`src/hw/rtl/gfau_pkg.sv`:
```
// ---------------------------------------------------------------------------
// GF(2^8) arithmetic unit package
// Shared widths, operation codes, sequencer states, the Euclid step state
// and the polynomial degree function.
// ---------------------------------------------------------------------------
`default_nettype none

package gfau_pkg;

    // Field geometry.
    localparam int FIELD_BITS = 8;
    localparam int ELEM_W     = FIELD_BITS;
    localparam int POLY_W     = FIELD_BITS + 1;
    localparam int DEG_W      = $clog2(POLY_W);
    localparam int CNT_W      = $clog2(FIELD_BITS);

    // Default reduction polynomial x^8+x^4+x^3+x+1.
    localparam logic [POLY_W-1:0] POLY_RESET = 9'h11B;

    // Operation codes.
    localparam logic [1:0] OP_ADD = 2'd0;
    localparam logic [1:0] OP_SUB = 2'd1;
    localparam logic [1:0] OP_MUL = 2'd2;
    localparam logic [1:0] OP_DIV = 2'd3;

    // Sequencer states.
    typedef enum logic [1:0] {
        ST_IDLE,
        ST_INV,
        ST_MUL,
        ST_DONE
    } gfau_state_t;

    // Working state of the binary extended Euclid inversion.
    // Only the low byte of the cofactors matters, as shifts move bits upward.
    typedef struct packed {
        logic [POLY_W-1:0] u;
        logic [POLY_W-1:0] v;
        logic [ELEM_W-1:0] g1;
        logic [ELEM_W-1:0] g2;
    } euclid_state_t;

    // Degree of a polynomial: index of its top set bit, zero for zero.
    function automatic logic [DEG_W-1:0] degree_of(input logic [POLY_W-1:0] x);
        logic [DEG_W-1:0] d;
        d = '0;
        for (int i = 1; i < POLY_W; i++) begin
            if (x[i])
            begin
                d = i[DEG_W-1:0];
            end
        end
        return d;
    endfunction

endpackage

`default_nettype wire

```
`src/hw/rtl/gf256_arithmetic_unit.sv`:
```
// ---------------------------------------------------------------------------
// GF(2^8) arithmetic unit
// Add, subtract, multiply and divide over GF(2^8) with a programmable
// reduction polynomial, using one shared shift-and-add multiplier and one
// Euclid step unit under a small sequencer.
// ---------------------------------------------------------------------------
// Sequence: add, subtract and divides by zero or of zero go straight to the
// finish state; a multiply runs 8 shift-and-add steps; other divides run one
// Euclid step per cycle to a remainder of one, then the 8 multiply steps.
// Throughput: one word at a time; a new word is taken once the sequencer is
// back in idle, while the previous result may still wait in the output register.
// Reset: sequencer idle, output empty, polynomial back to x^8+x^4+x^3+x+1.
`default_nettype none

module gf256_arithmetic_unit
    import gfau_pkg::*;
(
    input  wire logic              clk,
    input  wire logic              rst_n,
    // Configuration write channel
    input  wire logic              cfg_valid,
    output logic                   cfg_ready,
    input  wire logic [POLY_W-1:0] cfg_data,
    // Input channel
    input  wire logic              in_valid,
    output logic                   in_stall,
    input  wire logic [1:0]        op,
    input  wire logic [ELEM_W-1:0] operand_a,
    input  wire logic [ELEM_W-1:0] operand_b,
    // Output channel
    output logic                   out_valid,
    input  wire logic              out_stall,
    output logic [ELEM_W-1:0]      field_result,
    output logic                   div_by_zero
);

    gfau_state_t       state_reg,      state_next;
    logic [POLY_W-1:0] poly_reg;
    logic [ELEM_W-1:0] acc_reg,        acc_next;
    logic              flag_reg,       flag_next;
    logic [ELEM_W-1:0] mcand_reg,      mcand_next;
    logic [ELEM_W-1:0] mplier_reg,     mplier_next;
    logic [CNT_W-1:0]  cnt_reg,        cnt_next;
    euclid_state_t     euc_reg,        euc_next;
    euclid_state_t     euc_step;
    logic              out_valid_reg,  out_valid_next;
    logic [ELEM_W-1:0] out_result_reg;
    logic              out_flag_reg;
    logic              in_accept;
    logic              out_take;
    logic              out_load;
    logic [ELEM_W-1:0] poly_low;

    assign poly_low  = poly_reg[ELEM_W-1:0];
    assign in_stall  = (state_reg != ST_IDLE);
    assign cfg_ready = (state_reg == ST_IDLE);
    assign in_accept = in_valid && !in_stall;
    assign out_take  = out_valid_reg && !out_stall;
    assign out_load  = (state_reg == ST_DONE) && (!out_valid_reg || !out_stall);

    // Euclid step unit.
    gfau_euclid_step u_euclid_step (
        .cur (euc_reg),
        .nxt (euc_step)
    );

    // Sequencer and datapath next values.
    always_comb
    begin
        state_next  = state_reg;
        acc_next    = acc_reg;
        flag_next   = flag_reg;
        mcand_next  = mcand_reg;
        mplier_next = mplier_reg;
        cnt_next    = cnt_reg;
        euc_next    = euc_reg;

        unique case (state_reg)
            ST_IDLE:
            begin
                if (in_accept)
                begin
                    acc_next    = '0;
                    flag_next   = 1'b0;
                    mcand_next  = operand_a;
                    mplier_next = operand_b;
                    cnt_next    = '0;
                    euc_next.u  = {1'b0, operand_b};
                    euc_next.v  = {1'b1, poly_low};
                    euc_next.g1 = ELEM_W'(1);
                    euc_next.g2 = '0;
                    unique case (op) inside
                        OP_ADD, OP_SUB:
                        begin
                            acc_next   = operand_a ^ operand_b;
                            state_next = ST_DONE;
                        end
                        OP_MUL:
                        begin
                            state_next = ST_MUL;
                        end
                        OP_DIV:
                        begin
                            if (operand_b == '0)
                            begin
                                flag_next  = 1'b1;
                                state_next = ST_DONE;
                            end
                            else if (operand_a == '0)
                            begin
                                state_next = ST_DONE;
                            end
                            else
                            begin
                                state_next = ST_INV;
                            end
                        end
                        default:
                        begin
                            state_next = ST_DONE;
                        end
                    endcase
                end
            end

            // One Euclid step a cycle until the remainder is one or zero.
            ST_INV:
            begin
                if (euc_reg.u == POLY_W'(1))
                begin
                    mplier_next = euc_reg.g1;
                    cnt_next    = '0;
                    state_next  = ST_MUL;
                end
                else if (euc_reg.u == '0)
                begin
                    state_next = ST_DONE;
                end
                else
                begin
                    euc_next = euc_step;
                end
            end

            // One shift-and-add step a cycle over the multiplier bits.
            ST_MUL:
            begin
                if (mplier_reg[0])
                begin
                    acc_next = acc_reg ^ mcand_reg;
                end
                if (mcand_reg[ELEM_W-1])
                begin
                    mcand_next = {mcand_reg[ELEM_W-2:0], 1'b0} ^ poly_low;
                end
                else
                begin
                    mcand_next = {mcand_reg[ELEM_W-2:0], 1'b0};
                end
                mplier_next = mplier_reg >> 1;
                cnt_next    = cnt_reg + CNT_W'(1);
                if (cnt_reg == CNT_W'(FIELD_BITS - 1))
                begin
                    state_next = ST_DONE;
                end
            end

            ST_DONE:
            begin
                if (out_load)
                begin
                    state_next = ST_IDLE;
                end
            end

            default:
            begin
                state_next = ST_IDLE;
            end
        endcase
    end

    // Output word valid flag.
    always_comb
    begin
        out_valid_next = out_valid_reg;
        if (out_take)
        begin
            out_valid_next = 1'b0;
        end
        if (out_load)
        begin
            out_valid_next = 1'b1;
        end
    end

    // Control registers.
    always_ff @(posedge clk or negedge rst_n)
    begin
        if (!rst_n)
        begin
            state_reg     <= ST_IDLE;
            out_valid_reg <= 1'b0;
            poly_reg      <= POLY_RESET;
        end
        else
        begin
            state_reg     <= state_next;
            out_valid_reg <= out_valid_next;
            if (cfg_valid && cfg_ready)
            begin
                poly_reg <= cfg_data;
            end
        end
    end

    // Datapath registers.
    always_ff @(posedge clk)
    begin
        acc_reg    <= acc_next;
        flag_reg   <= flag_next;
        mcand_reg  <= mcand_next;
        mplier_reg <= mplier_next;
        cnt_reg    <= cnt_next;
        euc_reg    <= euc_next;
        if (out_load)
        begin
            out_result_reg <= acc_reg;
            out_flag_reg   <= flag_reg;
        end
    end

    assign out_valid    = out_valid_reg;
    assign field_result = out_result_reg;
    assign div_by_zero  = out_flag_reg;

    // A divide-by-zero word always carries a zero element.
    assert property (@(posedge clk) disable iff (!rst_n)
        (out_valid_reg && out_flag_reg) |-> (out_result_reg == '0))
    else $error("divide-by-zero word with non-zero result");

    // The Euclid divisor never becomes zero during an inversion.
    assert property (@(posedge clk) disable iff (!rst_n)
        (state_reg == ST_INV) |-> (euc_reg.v != '0))
    else $error("Euclid divisor reached zero");

    // A new output word only appears after the sequencer has finished.
    assert property (@(posedge clk) disable iff (!rst_n)
        $rose(out_valid_reg) |-> ($past(state_reg) == ST_DONE))
    else $error("output word loaded outside the finish state");

    // An accepted word always starts the sequencer.
    assert property (@(posedge clk) disable iff (!rst_n)
        in_accept |=> (state_reg != ST_IDLE))
    else $error("accepted word did not start the sequencer");

endmodule

`default_nettype wire

```
`src/hw/rtl/gfau_euclid_step.sv`:
```
// ---------------------------------------------------------------------------
// GF(2^8) Euclid step
// One step of the binary extended Euclid inversion: align the lower-degree
// polynomial under the higher one and cancel its top term, updating the
// cofactors in the same way.
// ---------------------------------------------------------------------------
`default_nettype none

module gfau_euclid_step
    import gfau_pkg::*;
(
    input  euclid_state_t cur,
    output euclid_state_t nxt
);

    logic [DEG_W-1:0]  deg_u;
    logic [DEG_W-1:0]  deg_v;
    logic              swap;
    logic [DEG_W-1:0]  shift;
    logic [POLY_W-1:0] hi_poly;
    logic [POLY_W-1:0] lo_poly;
    logic [ELEM_W-1:0] hi_g;
    logic [ELEM_W-1:0] lo_g;

    // Degrees and the swap decision.
    assign deg_u = degree_of(cur.u);
    assign deg_v = degree_of(cur.v);
    assign swap  = (deg_u < deg_v);

    // Order the pair so that the higher-degree polynomial is reduced.
    always_comb
    begin
        if (swap)
        begin
            hi_poly = cur.v;
            lo_poly = cur.u;
            hi_g    = cur.g2;
            lo_g    = cur.g1;
            shift   = deg_v - deg_u;
        end
        else
        begin
            hi_poly = cur.u;
            lo_poly = cur.v;
            hi_g    = cur.g1;
            lo_g    = cur.g2;
            shift   = deg_u - deg_v;
        end
    end

    // Cancel the top term; the aligned divisor never exceeds the polynomial width.
    assign nxt.u  = hi_poly ^ (lo_poly << shift);
    assign nxt.v  = lo_poly;
    assign nxt.g1 = hi_g ^ (lo_g << shift);
    assign nxt.g2 = lo_g;

endmodule

`default_nettype wire
```
`config.mk`:
```
export PLATFORM = sky130hd
export DESIGN_NAME = gf256_arithmetic_unit
export DESIGN_NICKNAME = d
export VERILOG_FILES = /design/src/hw/rtl/gfau_pkg.sv /design/src/hw/rtl/gf256_arithmetic_unit.sv /design/src/hw/rtl/gfau_euclid_step.sv
export SDC_FILE = /design/constraint.sdc
export NUM_CORES = 1
export LEC_CHECK = 0
export CORE_ASPECT_RATIO = 0.6
export CORE_MARGIN = 1
export CORE_UTILIZATION = 64
export DETAILED_ROUTE_END_ITERATION = 8
export DONT_BUFFER_PORTS = 1
export GPL_TIMING_DRIVEN = 0
export PLACE_DENSITY = 0.84
export RECOVER_POWER = 25
export SYNTH_ARGS = -nofsm -noshare
export SYNTH_HDL_FRONTEND = slang
export SYNTH_SLANG_ARGS = --single-unit
```
`constraint.sdc`:
```
create_clock -name clk -period 5 [get_ports clk]
set_input_delay 1 -clock clk [delete_from_list [all_inputs] [get_ports clk]]
set_output_delay 1 -clock clk [all_outputs]
set_load 0.05 [all_outputs]
```
==> results by group <==
Worst setup path
  – CP Buf/Inv Count: 2
  – Setup Crit Path Kind: reg -> reg
  – Reg2reg start: euc_reg[18]
  – Cells along the critical path: inv_1 -> a21oi_1 -> nor2_1 -> nor2_1 -> nor2_1 -> o21ai_0 -> inv_1 -> ha_1 -> fa_1 -> nand2b_4 -> a21oi_4 -> mux2i_1 -> mux2i_1 -> o32ai_1 -> xor2_1 -> a21oi_1
  – Slowest CP cell: mux2i_1
  – Setup crit start kind: flop
  – Most frequent CP cell: nor2_1
  – Internal reg-to-reg setup slack: between 0.4 and 0.5 ns
  – Max incr delay on CP: 0.65 ns
  – Crit-path leading delay family: compound AO/OA/AOI/OAI gates
  – Crit path required time: about 5 ns
  – CP startpoint: euc_reg[18]
  – CP Capture Type: flop
  – Max FO, Critical Path: 9
  – Worst Path Arrival: 4.66 ns

Detailed routing
  – Drt pass-1 iters: 6
  – DR WL met3: just under 2000 um
  – Antenna-violating nets left: 0
  – Routed wire length: between 10,000 and 15,000 um
  – Via Count: between 4,000 and 5,000
  – Remaining DRCs: 0
  – Post-DR vias/cell: roughly 7
  – Wire length on met2: between 6000 and 7000 um
  – Routed WL per cell: about 23 um
  – DR top layer: met4
  – M1 wire length: roughly 6100 um
  – Initial DRC count: about 770

Synth
  – Yosys warns: 0
  – Top cell type's share of synthesized area: 0.4028
  – Syn Nets: approximately 550
  – Distinct cells, synth: 47
  – Synthesis-stage register bit count: 82
  – Netlist Area Pre-Place: roughly 0.0053 mm^2
  – Number of flops mapped to enable cells by yosys: 71
  – Average cell area after synthesis: around 11 um^2
  – Main synth FF type: edfxtp_1
  – Largest area contributor in the netlist: edfxtp_1
  – Synth top area cells: edfxtp_1 40%, mux4_2 6.0%, mux2i_1 5.3%
  – Post-synthesis sequential area ratio: 0.4558
  – Asr flop ratio synth: 0.1341
  – Syn Inst Count: 498

GRT
  – Vias in the first global route: 4,118
  – Largest net degree at the start of global routing: 19
  – Global router's overall resource usage: 0.3564
  – Initial antenna violation count: 0
  – First-pass GRT wire length: 22,740 um
  – Gr ovfl total: 0

Floorplanning
  – Die Span Y: approximately 72 um
  – Rows: 25
  – Io pins: 44
  – Die Area: about 0.0086 mm^2
  – Starting Density: 0.6661
  – Die width: between 100 and 150 um
  – CORE AREA: 0.007945 mm^2

STA
  – Final setup vio count: 0
  – Slew Viols, Final: 10
  – Minimum clock period after layout: around 4.6 ns
  – Hold_ws: between 0.3 and 0.4 ns
  – Peak Freq: 0.2178 GHz
  – RSZ-0062 raised after global routing: no
  – Worst Tran Pin Value: about 1.6 ns
  – Final setup TNS: 0 ns
  – Final Hold Vio Count: 0
  – Skew final: 0.006237 ns
  – Crit share post-route: 0.9183
  – Slew headroom: -0.09439

CTS
  – Hold buffers post-CTS: 0
  – Clock buffer count from CTS: 9
  – CTS tree: done
  – CTS Sinks: 82
  – Clock root cell: clkbuf_16
  – Clock latency on the worst-skew pair: about 0.34 ns
  – Postcts setup bufs: 0
  – H-tree depth: 3
  – Clock tree buffer depth: 2
  – Post_cts resized: 0
  – Clock transition at path regs: roughly 0.070 ns

Cells and area
  – Design Area, Final: between 0.005 and 0.006 mm^2
  – N_diodes: 0
  – Max FFs per register: 34
  – Final nets: 559
  – Most frequent cells in the layout: 71 x edfxtp_1, 55 x nand2_1, 50 x nor2_1
  – Post-Route Utilization: 0.7258
  – Synthesis-to-finish area growth: 8.960%
  – Filler Cell Count: 553
  – Share of cells above drive strength 1: 0.1262
  – Leading cell type in the layout, fill and taps excluded: edfxtp_1

Outcome
  – Violated checks: max-capacitance violations, max-slew violations
  – Outcome: finished, violations left

Place
  – Post-DP HPWL: approximately 11,000 um
  – Placer Congestion: approximately 0.96
  – Dpl cell area: approximately 0.0055 mm^2
  – Port buffer count: 0

Worst hold path
  – Min-Delay Path Class: in -> async

Run
  – Max_cap viols: 1
worst paths after layout:
path / end / depth (start not counted)
setup reg to reg: euc_reg[32] / 16
min in group clk: div_by_zero / 0
hold / removal: poly_reg[6] / 0
hold reg to reg: div_by_zero / 0
max in group asynchronous: poly_reg[4] / 0
setup / recovery: euc_reg[32] / 16
metal layers:
metal | global-route usage | vias up
met2 | 0.5032 | 354
met4 | 0.1153 | 0
met5 | 0 | -
met3 | 0.09513 | 45
li1 | - | 1843
met1 | 0.5354 | 2092
worst reg2reg max path, stage by stage (launching register included):
cell      delay, ns
edfxtp_1       0.48
inv_1          0.09
a21oi_1        0.25
nor2_1         0.07
nor2_1         0.10
nor2_1         0.05
o21ai_0        0.25
inv_1          0.09
ha_1           0.22
fa_1           0.44
nand2b_4       0.19
a21oi_4        0.43
mux2i_1        0.41
mux2i_1        0.65
o32ai_1        0.27
xor2_1         0.24
a21oi_1        0.10
metrics by stage:
| step | setup WS (ns) | std cells |
|---|---|---|
| floorplan | 0.3449 | 498 |
| global placement | -0.8593 | 606 |
| detailed placement | 0.6176 | 607 |
| CTS | 0.5708 | 623 |
| global route | 0.1613 | 623 |
| finish | 0.4087 | 623 |
logic make-up after synthesis:
| group | count (synthesis) | share of synthesized area |
|---|---|---|
| AO/OA/AOI/OAI | 99 | 0.1189 |
| XOR/XNOR | 38 | 0.06288 |
| adder cells (fa/ha/maj) | 17 | 0.04303 |
| buffers and inverters | 45 | 0.03475 |
| flip-flops | 82 | 0.4558 |
| multiplexers | 58 | 0.1485 |
| AND/OR/NAND/NOR | 159 | 0.1362 |
cell type report:
type / instances / area (um^2) / share of cell area
well taps: 108 / 135.1 / 0.02343
multi-input cells: 371 / 2714 / 0.4706
repair buffers: 1 / 27.53 / 0.004773
clock inverters: 6 / 65.06 / 0.01128
flip-flops and latches: 82 / 2412 / 0.4183
inverters: 18 / 67.56 / 0.01172
plain buffers: 27 / 116.4 / 0.02018
clock buffers: 10 / 229.0 / 0.03971
Yosys cell counts (4+ instances only):
library cell,number
edfxtp_1,71
nand2_1,55
nor2_1,50
a21oi_1,41
xor2_1,32
mux2i_1,28
inv_1,17
clkbuf_1,16
ha_1,15
mux4_2,14
nand3_1,14
o21ai_0,14
mux2_2,13
nor3_1,11
a22o_1,8
a31oi_1,8
a22oi_1,7
dfrtp_1,7
nor4_1,7
buf_2,6
xnor2_1,6
a21o_1,5
and2_1,5
buf_1,4
dfstp_2,4
nor2b_1,4
o32ai_1,4
Power is left out: the tool's default activity adds up to more than one toggle a clock period on the data nets, which glitch-free logic cannot reach.
